**src/rtl/mrd_pkg.sv**
```systemverilog
`timescale 1ns / 1ps
package mrd_pkg;

  localparam int BP_TAPS = 30;
  localparam int LP_TAPS = 33;
  localparam int ACC_W = 40;
  localparam int SUM_W = 34;
  localparam int SQ_W = 48;

  localparam logic signed [ACC_W-1:0] ACC_BIAS = 40'sd16384;

  localparam logic [1:0] REG_TRAINING_COUNT = 2'd0;
  localparam logic [1:0] REG_SD_MULTIPLIER  = 2'd1;
  localparam logic [1:0] REG_HISTORY_LEN    = 2'd2;

  localparam logic [15:0] TRAINING_COUNT_RESET = 16'd1024;
  localparam logic [3:0]  SD_MULTIPLIER_RESET  = 4'd3;
  localparam logic [5:0]  HISTORY_LEN_RESET    = 6'd8;

  typedef struct packed {
    logic              cmd;
    logic [3:0]        channel;
    logic signed [15:0] sample;
  } req_in_t;

  typedef struct packed {
    logic               detected;
    logic               trained;
    logic signed [15:0] envelope;
    logic [4:0]         active_channels;
    logic signed [15:0] threshold_value;
  } req_out_t;

  typedef struct packed {
    logic                    start;
    logic signed [SUM_W-1:0] sum;
    logic [SQ_W-1:0]         sq;
    logic [15:0]             n;
    logic [3:0]              mult;
  } stat_req_t;

  typedef enum logic [3:0] {
    S_CLEAR, S_IDLE, S_FIR, S_DRAIN, S_DECIDE, S_SQ, S_START, S_STAT, S_HIST, S_COUNT, S_OUT
  } state_t;

  typedef enum logic [2:0] {
    ST_IDLE, ST_MEAN, ST_PROD, ST_VAR, ST_ROOT, ST_DONE
  } stat_state_t;

  localparam logic signed [15:0] BP_COEF [BP_TAPS] = '{
    16'sd228, 16'sd227, 16'sd200, 16'sd62, -16'sd268, -16'sd810, -16'sd1471, -16'sd2052,
    -16'sd2296, -16'sd1988, -16'sd1051, 16'sd395, 16'sd2043, 16'sd3479, 16'sd4314,
    16'sd4314, 16'sd3479, 16'sd2043, 16'sd395, -16'sd1051, -16'sd1988, -16'sd2296,
    -16'sd2052, -16'sd1471, -16'sd810, -16'sd268, 16'sd62, 16'sd200, 16'sd227, 16'sd228
  };

  localparam logic signed [15:0] LP_COEF [LP_TAPS] = '{
    16'sd668, 16'sd356, 16'sd442, 16'sd536, 16'sd634, 16'sd736, 16'sd840, 16'sd944,
    16'sd1044, 16'sd1139, 16'sd1228, 16'sd1306, 16'sd1374, 16'sd1428, 16'sd1468,
    16'sd1492, 16'sd1500, 16'sd1492, 16'sd1468, 16'sd1428, 16'sd1374, 16'sd1306,
    16'sd1228, 16'sd1139, 16'sd1044, 16'sd944, 16'sd840, 16'sd736, 16'sd634, 16'sd536,
    16'sd442, 16'sd356, 16'sd668
  };

  function automatic logic signed [15:0] tap_coef(input logic lp, input logic [5:0] k);
    logic signed [15:0] c;
    c = 16'sd0;
    if (lp) begin
      if (k < 6'(LP_TAPS)) c = LP_COEF[k];
    end else begin
      if (k < 6'(BP_TAPS)) c = BP_COEF[k[4:0]];
    end
    return c;
  endfunction

endpackage

```
**src/rtl/mrd_stats.sv**
```systemverilog
`timescale 1ns / 1ps
module mrd_stats import mrd_pkg::*; (
  input  logic               clk,
  input  logic               rst,
  input  stat_req_t          req,
  output logic               done,
  output logic signed [15:0] thr
);

  stat_state_t st, st_next;
  logic [5:0]       step;
  logic             neg;
  logic [SUM_W-1:0] smag;
  logic [47:0]      quo;
  logic [15:0]      rem;
  logic [15:0]      n;
  logic [3:0]       mult;
  logic [SQ_W-1:0]  sqr;
  logic [15:0]      mq;
  logic [49:0]      pacc, pb;
  logic [15:0]      pq;
  logic [47:0]      v, r, bitm;

  logic [16:0]      rem_s, rem_d;
  logic             div_ge;
  logic [47:0]      quo_d;
  logic [49:0]      pacc_d, sq_ext, diff;
  logic [47:0]      dev;
  logic [47:0]      rb;
  logic             root_ge;
  logic [SUM_W-1:0] sum_abs;
  logic signed [16:0] mean;
  logic [27:0]      prodm;
  logic signed [29:0] t;

  always_comb begin
    rem_s   = {rem, quo[47]};
    div_ge  = rem_s >= {1'b0, n};
    rem_d   = div_ge ? rem_s - {1'b0, n} : rem_s;
    quo_d   = {quo[46:0], div_ge};
    pacc_d  = pq[0] ? pacc + pb : pacc;
    sq_ext  = {2'b00, sqr};
    diff    = sq_ext - pacc_d;
    dev     = (pacc_d > sq_ext) ? 48'd0 : diff[47:0];
    rb      = r + bitm;
    root_ge = v >= rb;
    sum_abs = req.sum[SUM_W-1] ? SUM_W'(-req.sum) : SUM_W'(req.sum);
    mean    = neg ? -$signed({1'b0, mq}) : $signed({1'b0, mq});
    prodm   = mult * r[23:0];
    t       = 30'(mean) + $signed({2'b00, prodm});
    if (t > 30'sd32767) thr = 16'sd32767;
    else if (t < -30'sd32768) thr = -16'sd32768;
    else thr = t[15:0];
    done = (st == ST_DONE);
  end

  always_comb begin
    st_next = st;
    unique case (st)
      ST_IDLE: if (req.start) st_next = ST_MEAN;
      ST_MEAN: if (step == 6'd47) st_next = ST_PROD;
      ST_PROD: if (step == 6'd15) st_next = ST_VAR;
      ST_VAR:  if (step == 6'd47) st_next = ST_ROOT;
      ST_ROOT: if (step == 6'd23) st_next = ST_DONE;
      ST_DONE: st_next = ST_IDLE;
      default: st_next = ST_IDLE;
    endcase
  end

  always_ff @(posedge clk) begin
    if (rst) st <= ST_IDLE;
    else st <= st_next;
  end

  always_ff @(posedge clk) begin
    step <= (st_next != st) ? 6'd0 : step + 6'd1;
    unique case (st)
      ST_IDLE: begin
        if (req.start) begin
          neg  <= req.sum[SUM_W-1];
          smag <= sum_abs;
          quo  <= {{(48-SUM_W){1'b0}}, sum_abs};
          rem  <= 16'd0;
          n    <= req.n;
          mult <= req.mult;
          sqr  <= req.sq;
        end
      end
      ST_MEAN: begin
        quo <= quo_d;
        rem <= rem_d[15:0];
        if (step == 6'd47) begin
          mq   <= quo_d[15:0];
          pq   <= quo_d[15:0];
          pacc <= 50'd0;
          pb   <= {{(50-SUM_W){1'b0}}, smag} + {34'd0, rem_d[15:0]};
        end
      end
      ST_PROD: begin
        pacc <= pacc_d;
        pb   <= {pb[48:0], 1'b0};
        pq   <= {1'b0, pq[15:1]};
        if (step == 6'd15) begin
          quo <= dev;
          rem <= 16'd0;
        end
      end
      ST_VAR: begin
        quo <= quo_d;
        rem <= rem_d[15:0];
        if (step == 6'd47) begin
          v    <= quo_d;
          r    <= 48'd0;
          bitm <= 48'd1 << 46;
        end
      end
      ST_ROOT: begin
        if (root_ge) begin
          v <= v - rb;
          r <= {1'b0, r[47:1]} + bitm;
        end else begin
          r <= {1'b0, r[47:1]};
        end
        bitm <= {2'b00, bitm[47:2]};
      end
      ST_DONE: ;
      default: ;
    endcase
  end

endmodule

```
**config.mk**
```make
export PLATFORM = sky130hd
export DESIGN_NAME = mrd_stats
export DESIGN_NICKNAME = d
export VERILOG_FILES = /design/src/rtl/mrd_pkg.sv /design/src/rtl/mrd_stats.sv
export SDC_FILE = /design/constraint.sdc
export NUM_CORES = 1
export LEC_CHECK = 0
export BUFFER_PORTS_ARGS = -buffer_cell sky130_fd_sc_hd__buf_2
export CAP_MARGIN = 20
export CORE_ASPECT_RATIO = 0.8
export CORE_MARGIN = 2
export CORE_UTILIZATION = 47
export CTS_BUF_LIST = sky130_fd_sc_hd__clkbuf_4 sky130_fd_sc_hd__clkbuf_8
export CTS_CLUSTER_SIZE = 10
export DETAILED_ROUTE_END_ITERATION = 12
export HOLD_SLACK_MARGIN = 0.02
export PLACE_DENSITY = 0.69
export SYNTH_ARGS = -nofsm -noshare
export SYNTH_HDL_FRONTEND = slang
export SYNTH_SLANG_ARGS = --single-unit
export TNS_END_PERCENT = 5
```
**constraint.sdc**
```tcl
create_clock -name clk -period 8.47 [get_ports clk]
set_input_delay 0 -clock clk [delete_from_list [all_inputs] [get_ports clk]]
set_output_delay 0 -clock clk [all_outputs]
set_load 0.05 [all_outputs]
```
==> impl_results.html, run 1 <==
<table>
<tr><th>Metric</th><th>Value</th></tr>
<tr><th colspan="2">Synthesis</th></tr>
<tr><td>Post-Synthesis Net Count</td><td>4281</td></tr>
<tr><td>Netlist cell types</td><td>86</td></tr>
<tr><td>Number of warnings reported in the yosys synthesis log</td><td>0</td></tr>
<tr><td>Most used flip-flop cell after synthesis</td><td>sky130_fd_sc_hd__edfxtp_1</td></tr>
<tr><td>Post-synthesis average cell area</td><td>9.32 µm²</td></tr>
<tr><td>Async S/R FF share, synth</td><td>0</td></tr>
<tr><td>Synthesized cell area</td><td>35300 µm²</td></tr>
<tr><td>Post-synthesis sequential area ratio</td><td>0.362</td></tr>
<tr><td>Flip-flop and latch count after synthesis</td><td>428</td></tr>
<tr><td>Number of synthesized flops with an enable pin</td><td>419</td></tr>
<tr><td>Cells after Synth</td><td>3788</td></tr>
<tr><th colspan="2">Global routing</th></tr>
<tr><td>GR Util met2</td><td>0.354</td></tr>
<tr><td>Busiest layer in global routing</td><td>met1</td></tr>
<tr><td>M3 GR Usage</td><td>0.0366</td></tr>
<tr><td>Met1 usage</td><td>0.360</td></tr>
<tr><td>Global-route wire length before repair</td><td>148000 µm</td></tr>
<tr><td>Via count of the first global-routing pass</td><td>27442</td></tr>
<tr><td>Antenna violations before repair</td><td>3</td></tr>
<tr><td>Tot GR Track Use</td><td>0.239</td></tr>
<tr><td>Maximum number of pins on one net before global-route repair</td><td>100</td></tr>
<tr><td>Final global-route overflow total</td><td>0</td></tr>
<tr><th colspan="2">Floorplan</th></tr>
<tr><td>Die area</td><td>77300 µm²</td></tr>
<tr><td>Initial cell density of the core</td><td>0.477</td></tr>
<tr><td>Chip height</td><td>249 µm</td></tr>
<tr><td>Core Region</td><td>74100 µm²</td></tr>
<tr><td>Die span in x</td><td>310 µm</td></tr>
<tr><td>I/O pin cnt</td><td>122</td></tr>
<tr><td>Std-Cell Rows</td><td>89</td></tr>
<tr><th colspan="2">Place</th></tr>
<tr><td>IO buf count</td><td>121</td></tr>
<tr><td>Final HPWL DP</td><td>67700 µm</td></tr>
<tr><td>Post-detailed-placement cell area</td><td>36900 µm²</td></tr>
<tr><td>Placed instance count</td><td>4798</td></tr>
<tr><td>Pre-CTS WS</td><td>0.658 ns</td></tr>
<tr><td>Gpl congestion</td><td>0.911</td></tr>
<tr><th colspan="2">CTS</th></tr>
<tr><td>Clk pin slew, worst setup/hold paths</td><td>0.06 ns</td></tr>
<tr><td>Root buf cell</td><td>sky130_fd_sc_hd__clkbuf_8</td></tr>
<tr><td>TritonCTS clock tree</td><td>yes</td></tr>
<tr><td>Worst-case clock buffer depth</td><td>3</td></tr>
<tr><td>Clock insertion delay at the later pin of the skew report</td><td>0.69 ns</td></tr>
<tr><td>H-tree levels</td><td>3</td></tr>
<tr><td>Number of sinks handled by clock tree synthesis</td><td>428</td></tr>
<tr><td>TritonCTS buffer count</td><td>76</td></tr>
<tr><th colspan="2">STA</th></tr>
<tr><td>Number of hold violations in the final report</td><td>0</td></tr>
<tr><td>Slew of the pin with the lowest slew margin</td><td>1.04 ns</td></tr>
<tr><td>Peak clock frequency supported by timing</td><td>125 MHz</td></tr>
<tr><td>Period Utilization, post-route</td><td>0.943</td></tr>
<tr><td>Tightest slew margin relative to the limit</td><td>0.304</td></tr>
<tr><td>Endpoints failing setup</td><td>0</td></tr>
<tr><td>Max Transition Viols Final</td><td>0</td></tr>
<tr><td>Final setup TNS</td><td>0 ns</td></tr>
<tr><td>Final clock skew</td><td>0.0500 ns</td></tr>
<tr><td>Time the worst path needs with I/O delays and setup</td><td>7.98 ns</td></tr>
<tr><td>Final Worst Setup Slack</td><td>0.486 ns</td></tr>
<tr><th colspan="2">Drt</th></tr>
<tr><td>Wire per inst</td><td>18.2 µm</td></tr>
<tr><td>Antenna violation net count after detailed routing</td><td>0</td></tr>
<tr><td>Starting DRC count in detailed routing</td><td>2408</td></tr>
<tr><td>DR DRC count</td><td>0</td></tr>
<tr><td>Total number of vias</td><td>29093</td></tr>
<tr><td>Detailed-route vias per instance</td><td>5.67</td></tr>
<tr><td>Total wire length after detailed routing</td><td>93300 µm</td></tr>
<tr><td>Router iterations before antenna repair</td><td>6</td></tr>
<tr><th colspan="2">Worst setup path</th></tr>
<tr><td>Endpoint arrival time on the critical path</td><td>7.98 ns</td></tr>
<tr><td>Critical path fanouts, max</td><td>14</td></tr>
<tr><td>Setup crit start kind</td><td>flip-flop</td></tr>
<tr><td>Required time reported for the critical path endpoint</td><td>8.47 ns</td></tr>
<tr><td>Launching instance or port of the critical path</td><td>mult[3]</td></tr>
<tr><td>Worst path most repeated cell</td><td>sky130_fd_sc_hd__a21o_1</td></tr>
<tr><td>Top cell family by delay on the critical path</td><td>compound AO/OA/AOI/OAI gates</td></tr>
<tr><td>Startpoint of the worst-slack reg-to-reg timing path</td><td>rem[0]</td></tr>
<tr><td>CP Buf/Inv Count</td><td>2</td></tr>
<tr><td>Critical path's slowest cell</td><td>sky130_fd_sc_hd__fa_1</td></tr>
<tr><td>Delay of the slowest cell on the worst path</td><td>0.55 ns</td></tr>
<tr><td>Worst Setup Path Type</td><td>reg2out</td></tr>
<tr><td>CP Capture Type</td><td>primary output</td></tr>
<tr><th colspan="2">Pwr</th></tr>
<tr><td>Peak VDD IR</td><td>176 µV</td></tr>
<tr><td>Ratio of total power to cell area</td><td>164 nW/µm²</td></tr>
<tr><td>Leakage power of the design</td><td>17.0 nW</td></tr>
<tr><td>Total chip power</td><td>6.62 mW</td></tr>
<tr><th colspan="2">Cells and area</th></tr>
<tr><td>Area of all placed cells without fillers</td><td>40300 µm²</td></tr>
<tr><td>Ratio of cells with drive above 1 in the final layout</td><td>0.0839</td></tr>
<tr><td>Total number of nets in the final design</td><td>4566</td></tr>
<tr><td>Fill cell count</td><td>6535</td></tr>
<tr><td>Syn-to-layout area delta</td><td>14.3%</td></tr>
<tr><td>Final instance count without filler cells</td><td>5129</td></tr>
<tr><th colspan="2">Min path</th></tr>
<tr><td>Worst Hold Launch</td><td>rst</td></tr>
<tr><td>Min-Delay Path Class</td><td>in2reg</td></tr>
<tr><th colspan="2">Flow run</th></tr>
<tr><td>Max-cap violations</td><td>0</td></tr>
<tr><th colspan="2">Status</th></tr>
<tr><td>Run status</td><td>complete, no violations</td></tr>
</table>
repair_timing:
action | in CTS | in global routing
hold buffers | 192 | 0
setup buffers | 2 | 3
resized for setup | 0 | 6
endpoints found under the setup margin | 15 | 16
hold endpoints to repair | 140 | 0
cloned | 0 | 1
flip-flops by register name, indices dropped and copies added (netlist names), 16 cells and up:
signal / flops
v: 48
quo: 48
r: 48
smag: 34
pb: 50
mq: 16
bitm: 24
pacc: 50
pq: 16
n: 16
rem: 16
sqr: 48
stage by stage:
| stage | hold slack, ns | utilization |
|---|---|---|
| floorplan | 0.0724 | - |
| global placement | 0.176 | 0.498 |
| detailed placement | 0.178 | 0.498 |
| CTS | 0.0221 | 0.544 |
| global route | 0.0440 | 0.545 |
| finish | 0.0672 | 0.545 |
cell usage after synthesis (6+ instances only):
cell type | n | area (µm²)
sky130_fd_sc_hd__edfxtp_1 | 419 | 12600
sky130_fd_sc_hd__nand2_1 | 355 | 1330
sky130_fd_sc_hd__ha_1 | 338 | 4230
sky130_fd_sc_hd__o21ai_0 | 271 | 1360
sky130_fd_sc_hd__nor2_1 | 265 | 995
sky130_fd_sc_hd__inv_1 | 259 | 972
sky130_fd_sc_hd__a21oi_1 | 253 | 1270
sky130_fd_sc_hd__xnor2_1 | 207 | 1810
sky130_fd_sc_hd__xor2_1 | 153 | 1340
sky130_fd_sc_hd__a21o_1 | 130 | 976
sky130_fd_sc_hd__clkbuf_1 | 125 | 469
sky130_fd_sc_hd__and2_1 | 115 | 719
sky130_fd_sc_hd__and3_1 | 67 | 419
sky130_fd_sc_hd__nor3_1 | 56 | 280
sky130_fd_sc_hd__a31oi_1 | 53 | 332
sky130_fd_sc_hd__o21bai_1 | 51 | 383
sky130_fd_sc_hd__fa_1 | 50 | 1000
sky130_fd_sc_hd__nand3_1 | 50 | 250
sky130_fd_sc_hd__mux2i_1 | 47 | 470
sky130_fd_sc_hd__nand4_1 | 43 | 269
sky130_fd_sc_hd__a211oi_1 | 41 | 308
sky130_fd_sc_hd__nor2b_1 | 41 | 257
sky130_fd_sc_hd__a22oi_1 | 31 | 233
sky130_fd_sc_hd__o31ai_1 | 30 | 225
sky130_fd_sc_hd__o21a_1 | 29 | 218
sky130_fd_sc_hd__nand2b_1 | 28 | 175
sky130_fd_sc_hd__a31o_2 | 17 | 149
sky130_fd_sc_hd__mux2_2 | 16 | 180
sky130_fd_sc_hd__o211ai_1 | 16 | 120
sky130_fd_sc_hd__nor4_1 | 14 | 87.6
sky130_fd_sc_hd__or2_2 | 14 | 87.6
sky130_fd_sc_hd__o21ai_1 | 13 | 65.1
sky130_fd_sc_hd__o41ai_1 | 13 | 114
sky130_fd_sc_hd__or3_1 | 13 | 81.3
sky130_fd_sc_hd__or4_1 | 12 | 90.1
sky130_fd_sc_hd__a21boi_0 | 10 | 75.1
sky130_fd_sc_hd__dfxtp_1 | 9 | 180
sky130_fd_sc_hd__and4_1 | 8 | 70.1
sky130_fd_sc_hd__a2111oi_0 | 7 | 61.3
sky130_fd_sc_hd__o211a_1 | 7 | 70.1
sky130_fd_sc_hd__o31a_1 | 7 | 61.3
sky130_fd_sc_hd__buf_1 | 6 | 22.5
sky130_fd_sc_hd__o2111ai_1 | 6 | 52.6
placed cells by master (no fill, tap or decap), types with 13 or more instances in the layout:
cell type                       instances
sky130_fd_sc_hd__edfxtp_1             419
sky130_fd_sc_hd__nand2_1              354
sky130_fd_sc_hd__ha_1                 338
sky130_fd_sc_hd__o21ai_0              270
sky130_fd_sc_hd__nor2_1               263
sky130_fd_sc_hd__inv_1                257
sky130_fd_sc_hd__a21oi_1              252
sky130_fd_sc_hd__xnor2_1              206
sky130_fd_sc_hd__dlygate4sd3_1        192
sky130_fd_sc_hd__xor2_1               153
sky130_fd_sc_hd__a21o_1               130
sky130_fd_sc_hd__buf_2                122
sky130_fd_sc_hd__and2_1               113
sky130_fd_sc_hd__clkbuf_8              79
sky130_fd_sc_hd__and3_1                67
sky130_fd_sc_hd__nor3_1                55
sky130_fd_sc_hd__a31oi_1               53
sky130_fd_sc_hd__o21bai_1              51
sky130_fd_sc_hd__nand3_1               50
sky130_fd_sc_hd__fa_1                  50
sky130_fd_sc_hd__mux2i_1               47
sky130_fd_sc_hd__nand4_1               43
sky130_fd_sc_hd__a211oi_1              41
sky130_fd_sc_hd__nor2b_1               40
sky130_fd_sc_hd__a22oi_1               31
sky130_fd_sc_hd__o31ai_1               30
sky130_fd_sc_hd__o21a_1                29
sky130_fd_sc_hd__nand2b_1              28
sky130_fd_sc_hd__buf_4                 27
sky130_fd_sc_hd__a31o_2                17
sky130_fd_sc_hd__o211ai_1              16
sky130_fd_sc_hd__mux2_2                16
sky130_fd_sc_hd__clkinv_1              16
sky130_fd_sc_hd__clkbuf_4              15
sky130_fd_sc_hd__nor4_1                14
sky130_fd_sc_hd__o41ai_1               13
sky130_fd_sc_hd__or2_2                 13
sky130_fd_sc_hd__or3_1                 13
sky130_fd_sc_hd__clkinv_2              13
sky130_fd_sc_hd__o21ai_1               13
logic make-up (layout without fill, tap and decap cells):
kind of cell,Yosys count,after routing,synth area share
xor+xnor,360,360,0.0893
mux,63,63,0.0184
flops,428,428,0.362
fa+ha+maj,388,388,0.148
compound gates,1048,1049,0.189
buf+inv,395,732,0.0425
other cells,0,2,0
simple gates,1106,1106,0.151
per-layer routing:
metal | vias up | share of wire
met4 | 2 | 0.023
met1 | 13874 | 0.48
met2 | 811 | 0.43
met5 | - | 0.00014
li1 | 14279 | -
met3 | 127 | 0.064
worst min-delay path: cells and delay by family:
kind	cells	cell delay [ns]
buf+inv	2	0.66
simple gates	1	0.05
layout make-up:
class / count / area (µm²) / share of cell area
Multi-Input combinational cell: 2966 / 21100 / 0.523
Sequential cell: 428 / 12800 / 0.316
Timing Repair Buffer: 342 / 2740 / 0.0680
Tap cell: 1001 / 1250 / 0.0310
Clock buffer: 93 / 1190 / 0.0296
Inverter: 259 / 973 / 0.0241
Clock inverter: 38 / 295 / 0.00732
Antenna cell: 2 / 5.00 / 0.000124
where the power goes:
group	switching (mW)	internal, mW	total (mW)
combinational	1.25	0.840	2.10
clock	0.947	1.03	1.98
sequential	0.0795	2.47	2.54
total	2.28	4.34	6.62
worst paths after layout:
check                                to  slack [ns]  depth (start not counted)
worst max register to register   pb[20]        1.14                         27
worst min register to register  step[0]        0.45                          1
worst min-delay path              st[2]        0.07                          3
worst max-delay path             thr[3]        0.49                         29
Note: power is estimated with default switching activity, not from simulation.
==> run 2: changes to the inputs <==
--- a/config.mk
+++ b/config.mk
@@ -5,7 +5,6 @@
 export SDC_FILE = /design/constraint.sdc
 export NUM_CORES = 1
 export LEC_CHECK = 0
-export BUFFER_PORTS_ARGS = -buffer_cell sky130_fd_sc_hd__buf_2
 export CAP_MARGIN = 20
 export CORE_ASPECT_RATIO = 0.8
 export CORE_MARGIN = 2
@@ -13,8 +12,9 @@
 export CTS_BUF_LIST = sky130_fd_sc_hd__clkbuf_4 sky130_fd_sc_hd__clkbuf_8
 export CTS_CLUSTER_SIZE = 10
 export DETAILED_ROUTE_END_ITERATION = 12
+export DONT_BUFFER_PORTS = 1
 export HOLD_SLACK_MARGIN = 0.02
-export PLACE_DENSITY = 0.69
+export PLACE_DENSITY = 0.68
 export SYNTH_ARGS = -nofsm -noshare
 export SYNTH_HDL_FRONTEND = slang
 export SYNTH_SLANG_ARGS = --single-unit
==> run 2 against run 1 <==
Compared with the run above: first-iteration DRC count is 1.2% higher; clock power is 6% higher; routed wire length is 0.11% lower; sequential power hardly changed; largest cell class unchanged.
==> impl_results.html, run 2 (synthesized netlist as in run 1, its figures left out) <==
<table>
<tr><th>Metric</th><th>Value</th></tr>
<tr><th colspan="2">Status</th></tr>
<tr><td>Run status</td><td>complete, no violations</td></tr>
<tr><th colspan="2">Cells and area</th></tr>
<tr><td>Highest-count cells in the layout ignoring fill and taps</td><td>419 x sky130_fd_sc_hd__edfxtp_1, 354 x sky130_fd_sc_hd__nand2_1, 338 x sky130_fd_sc_hd__ha_1, 270 x sky130_fd_sc_hd__o21ai_0, 263 x sky130_fd_sc_hd__nor2_1</td></tr>
<tr><td>Total number of nets in the final design</td><td>4472</td></tr>
<tr><td>Syn-to-layout area delta</td><td>13.6%</td></tr>
<tr><td>Ratio of cells with drive above 1 in the final layout</td><td>0.0621</td></tr>
<tr><td>Largest registers in the final layout</td><td>pacc: 50 flops, pb: 50 flops</td></tr>
<tr><td>Most common cell after layout, fill and taps aside</td><td>sky130_fd_sc_hd__edfxtp_1</td></tr>
<tr><th colspan="2">Pwr</th></tr>
<tr><td>Ratio of total power to cell area</td><td>169 nW/µm²</td></tr>
<tr><td>Leakage power of the design</td><td>16.7 nW</td></tr>
<tr><td>Peak VDD IR</td><td>165 µV</td></tr>
<tr><th colspan="2">Place</th></tr>
<tr><td>Gpl congestion</td><td>0.949</td></tr>
<tr><td>IO buf count</td><td>0</td></tr>
<tr><td>Final HPWL DP</td><td>67800 µm</td></tr>
<tr><th colspan="2">Min path</th></tr>
<tr><td>Hold depth</td><td>5</td></tr>
<tr><td>Min-Delay Path Class</td><td>in2reg</td></tr>
<tr><th colspan="2">Global routing</th></tr>
<tr><td>Global-route wire length before repair</td><td>147000 µm</td></tr>
<tr><td>Maximum number of pins on one net before global-route repair</td><td>98</td></tr>
<tr><td>Tot GR Track Use</td><td>0.238</td></tr>
<tr><td>Via count of the first global-routing pass</td><td>27219</td></tr>
<tr><td>Antenna violations before repair</td><td>3</td></tr>
<tr><td>Final global-route overflow total</td><td>0</td></tr>
<tr><th colspan="2">STA</th></tr>
<tr><td>Peak clock frequency supported by timing</td><td>125 MHz</td></tr>
<tr><td>Unrepaired setup endpoints after global routing</td><td>no</td></tr>
<tr><td>Final clock skew</td><td>0.0666 ns</td></tr>
<tr><td>Endpoints failing setup</td><td>0</td></tr>
<tr><td>Tightest slew margin relative to the limit</td><td>0.275</td></tr>
<tr><td>Post-route worst hold slack</td><td>0.142 ns</td></tr>
<tr><td>Max Transition Viols Final</td><td>0</td></tr>
<tr><td>Number of hold violations in the final report</td><td>0</td></tr>
<tr><td>Time the worst path needs with I/O delays and setup</td><td>8.01 ns</td></tr>
<tr><td>Slew of the pin with the lowest slew margin</td><td>1.09 ns</td></tr>
<tr><td>Final setup TNS</td><td>0 ns</td></tr>
<tr><td>Period Utilization, post-route</td><td>0.946</td></tr>
<tr><th colspan="2">Floorplan</th></tr>
<tr><td>Std-Cell Rows</td><td>89</td></tr>
<tr><td>I/O pin cnt</td><td>122</td></tr>
<tr><td>Die span in x</td><td>310 µm</td></tr>
<tr><td>Die area</td><td>77300 µm²</td></tr>
<tr><td>Chip height</td><td>249 µm</td></tr>
<tr><td>Core Region</td><td>74100 µm²</td></tr>
<tr><td>Initial cell density of the core</td><td>0.477</td></tr>
<tr><th colspan="2">Worst setup path</th></tr>
<tr><td>Setup crit start kind</td><td>flip-flop</td></tr>
<tr><td>Internal reg-to-reg setup slack</td><td>1.42 ns</td></tr>
<tr><td>Worst r2r path cells</td><td>24</td></tr>
<tr><td>Top cell family by delay on the critical path</td><td>compound AO/OA/AOI/OAI gates</td></tr>
<tr><td>Critical path's slowest cell</td><td>sky130_fd_sc_hd__fa_1</td></tr>
<tr><td>Required time reported for the critical path endpoint</td><td>8.47 ns</td></tr>
<tr><td>Delay of the slowest cell on the worst path</td><td>0.54 ns</td></tr>
<tr><td>CP Capture Type</td><td>primary output</td></tr>
<tr><td>Critical path depth in cells</td><td>29</td></tr>
<tr><td>Worst Setup Path Type</td><td>reg2out</td></tr>
<tr><td>Critical path fanouts, max</td><td>8</td></tr>
<tr><td>Worst path most repeated cell</td><td>sky130_fd_sc_hd__a21o_1</td></tr>
<tr><td>Endpoint arrival time on the critical path</td><td>8.01 ns</td></tr>
<tr><td>CP Buf/Inv Count</td><td>2</td></tr>
<tr><th colspan="2">CTS</th></tr>
<tr><td>Worst-case clock buffer depth</td><td>3</td></tr>
<tr><td>Number of sinks handled by clock tree synthesis</td><td>428</td></tr>
<tr><td>Clock insertion delay at the later pin of the skew report</td><td>0.71 ns</td></tr>
<tr><td>TritonCTS clock tree</td><td>yes</td></tr>
<tr><td>H-tree levels</td><td>3</td></tr>
<tr><td>Root buf cell</td><td>sky130_fd_sc_hd__clkbuf_8</td></tr>
<tr><td>TritonCTS buffer count</td><td>76</td></tr>
<tr><td>Clk pin slew, worst setup/hold paths</td><td>0.06 ns</td></tr>
<tr><th colspan="2">Drt</th></tr>
<tr><td>Starting DRC count in detailed routing</td><td>2436</td></tr>
<tr><td>WL met1</td><td>44900 µm</td></tr>
<tr><td>Router iterations before antenna repair</td><td>5</td></tr>
<tr><td>Total number of vias</td><td>28831</td></tr>
<tr><td>Antenna violation net count after detailed routing</td><td>0</td></tr>
<tr><td>Detailed-route vias per instance</td><td>5.72</td></tr>
<tr><td>DR DRC count</td><td>0</td></tr>
<tr><td>Total wire length after detailed routing</td><td>93100 µm</td></tr>
<tr><td>Met2 wirelength from detailed routing</td><td>39400 µm</td></tr>
<tr><td>Wire per inst</td><td>18.5 µm</td></tr>
<tr><td>Length of routed met3 wiring</td><td>6700 µm</td></tr>
<tr><td>Top routing layer in use</td><td>met5</td></tr>
<tr><th colspan="2">Flow run</th></tr>
<tr><td>Max-cap violations</td><td>0</td></tr>
</table>
[run 2: cell types whose count changed in the layout (fill, tap and decap cells not counted), moves of 2 or more]
cell	delta
sky130_fd_sc_hd__buf_2	-119
sky130_fd_sc_hd__clkinv_1	+3
sky130_fd_sc_hd__buf_4	+16
sky130_fd_sc_hd__bufinv_16	+3
sky130_fd_sc_hd__dlygate4sd3_1	+9
sky130_fd_sc_hd__inv_6	-2
[run 2: power breakdown]
group          leakage (nW)  total [mW]  internal (mW)  switching [mW]
Clock                 0.841        2.10           1.14           0.967
Combinational          11.9        2.12          0.857            1.26
Sequential             3.96        2.55           2.47          0.0804
Total                  16.7        6.77           4.46            2.31
[run 2: cell type report]
cell class / instances / area, µm²
Clock buffer: 95 / 1210
Sequential cell: 428 / 12800
Antenna cell: 3 / 7.51
Multi-Input combinational cell: 2966 / 21100
Inverter: 259 / 973
Tap cell: 1001 / 1250
Clock inverter: 44 / 395
Timing Repair Buffer: 248 / 2370
Fill cell: 6551 / 33900
[run 2: metrics by stage]
stage          std cells  instance area, µm²   util  setup slack (ns)  total power, mW
2_1_floorplan       3788               35300      -             0.402             4.05
3_3_place_gp        4692               36400  0.491             0.634             4.55
3_5_place_dp        4692               36400  0.491             0.494             4.56
4_1_cts             5036               40000  0.541           0.00757             6.76
5_1_grt             5044               40100  0.542            0.0611             7.11
6_report            5044               40100  0.542             0.455             6.77
[run 2: final timing paths]
kind,startpoint,end
setup / recovery,mult[3],thr[9]
hold / removal,req[78],quo[13]
setup reg to reg,r[2],r[25]
hold reg to reg,step[0],step[0]
[run 2: per-layer routing]
| metal | global-route usage | vias up |
|---|---|---|
| met5 | 0 | - |
| met4 | 0.0700 | 2 |
| met3 | 0.0351 | 138 |
| met2 | 0.352 | 899 |
| met1 | 0.357 | 13701 |
| li1 | - | 14091 |
[run 2: repair_timing]
item,4_1_cts,5_1_grt
hold buffers,202,0
setup endpoints to repair,15,15
cloned,0,1
hold endpoints to repair,142,0
pin swaps,0,0
gates resized for setup,1,6
buffers inserted,3,4
[run 2: worst min-delay path, cell delays in order]
cell and delay [ns]:
sky130_fd_sc_hd__nor4_2 0.03, sky130_fd_sc_hd__a21boi_0 0.22, sky130_fd_sc_hd__xor2_1 0.17, sky130_fd_sc_hd__a22oi_1 0.16, sky130_fd_sc_hd__o21ai_0 0.09
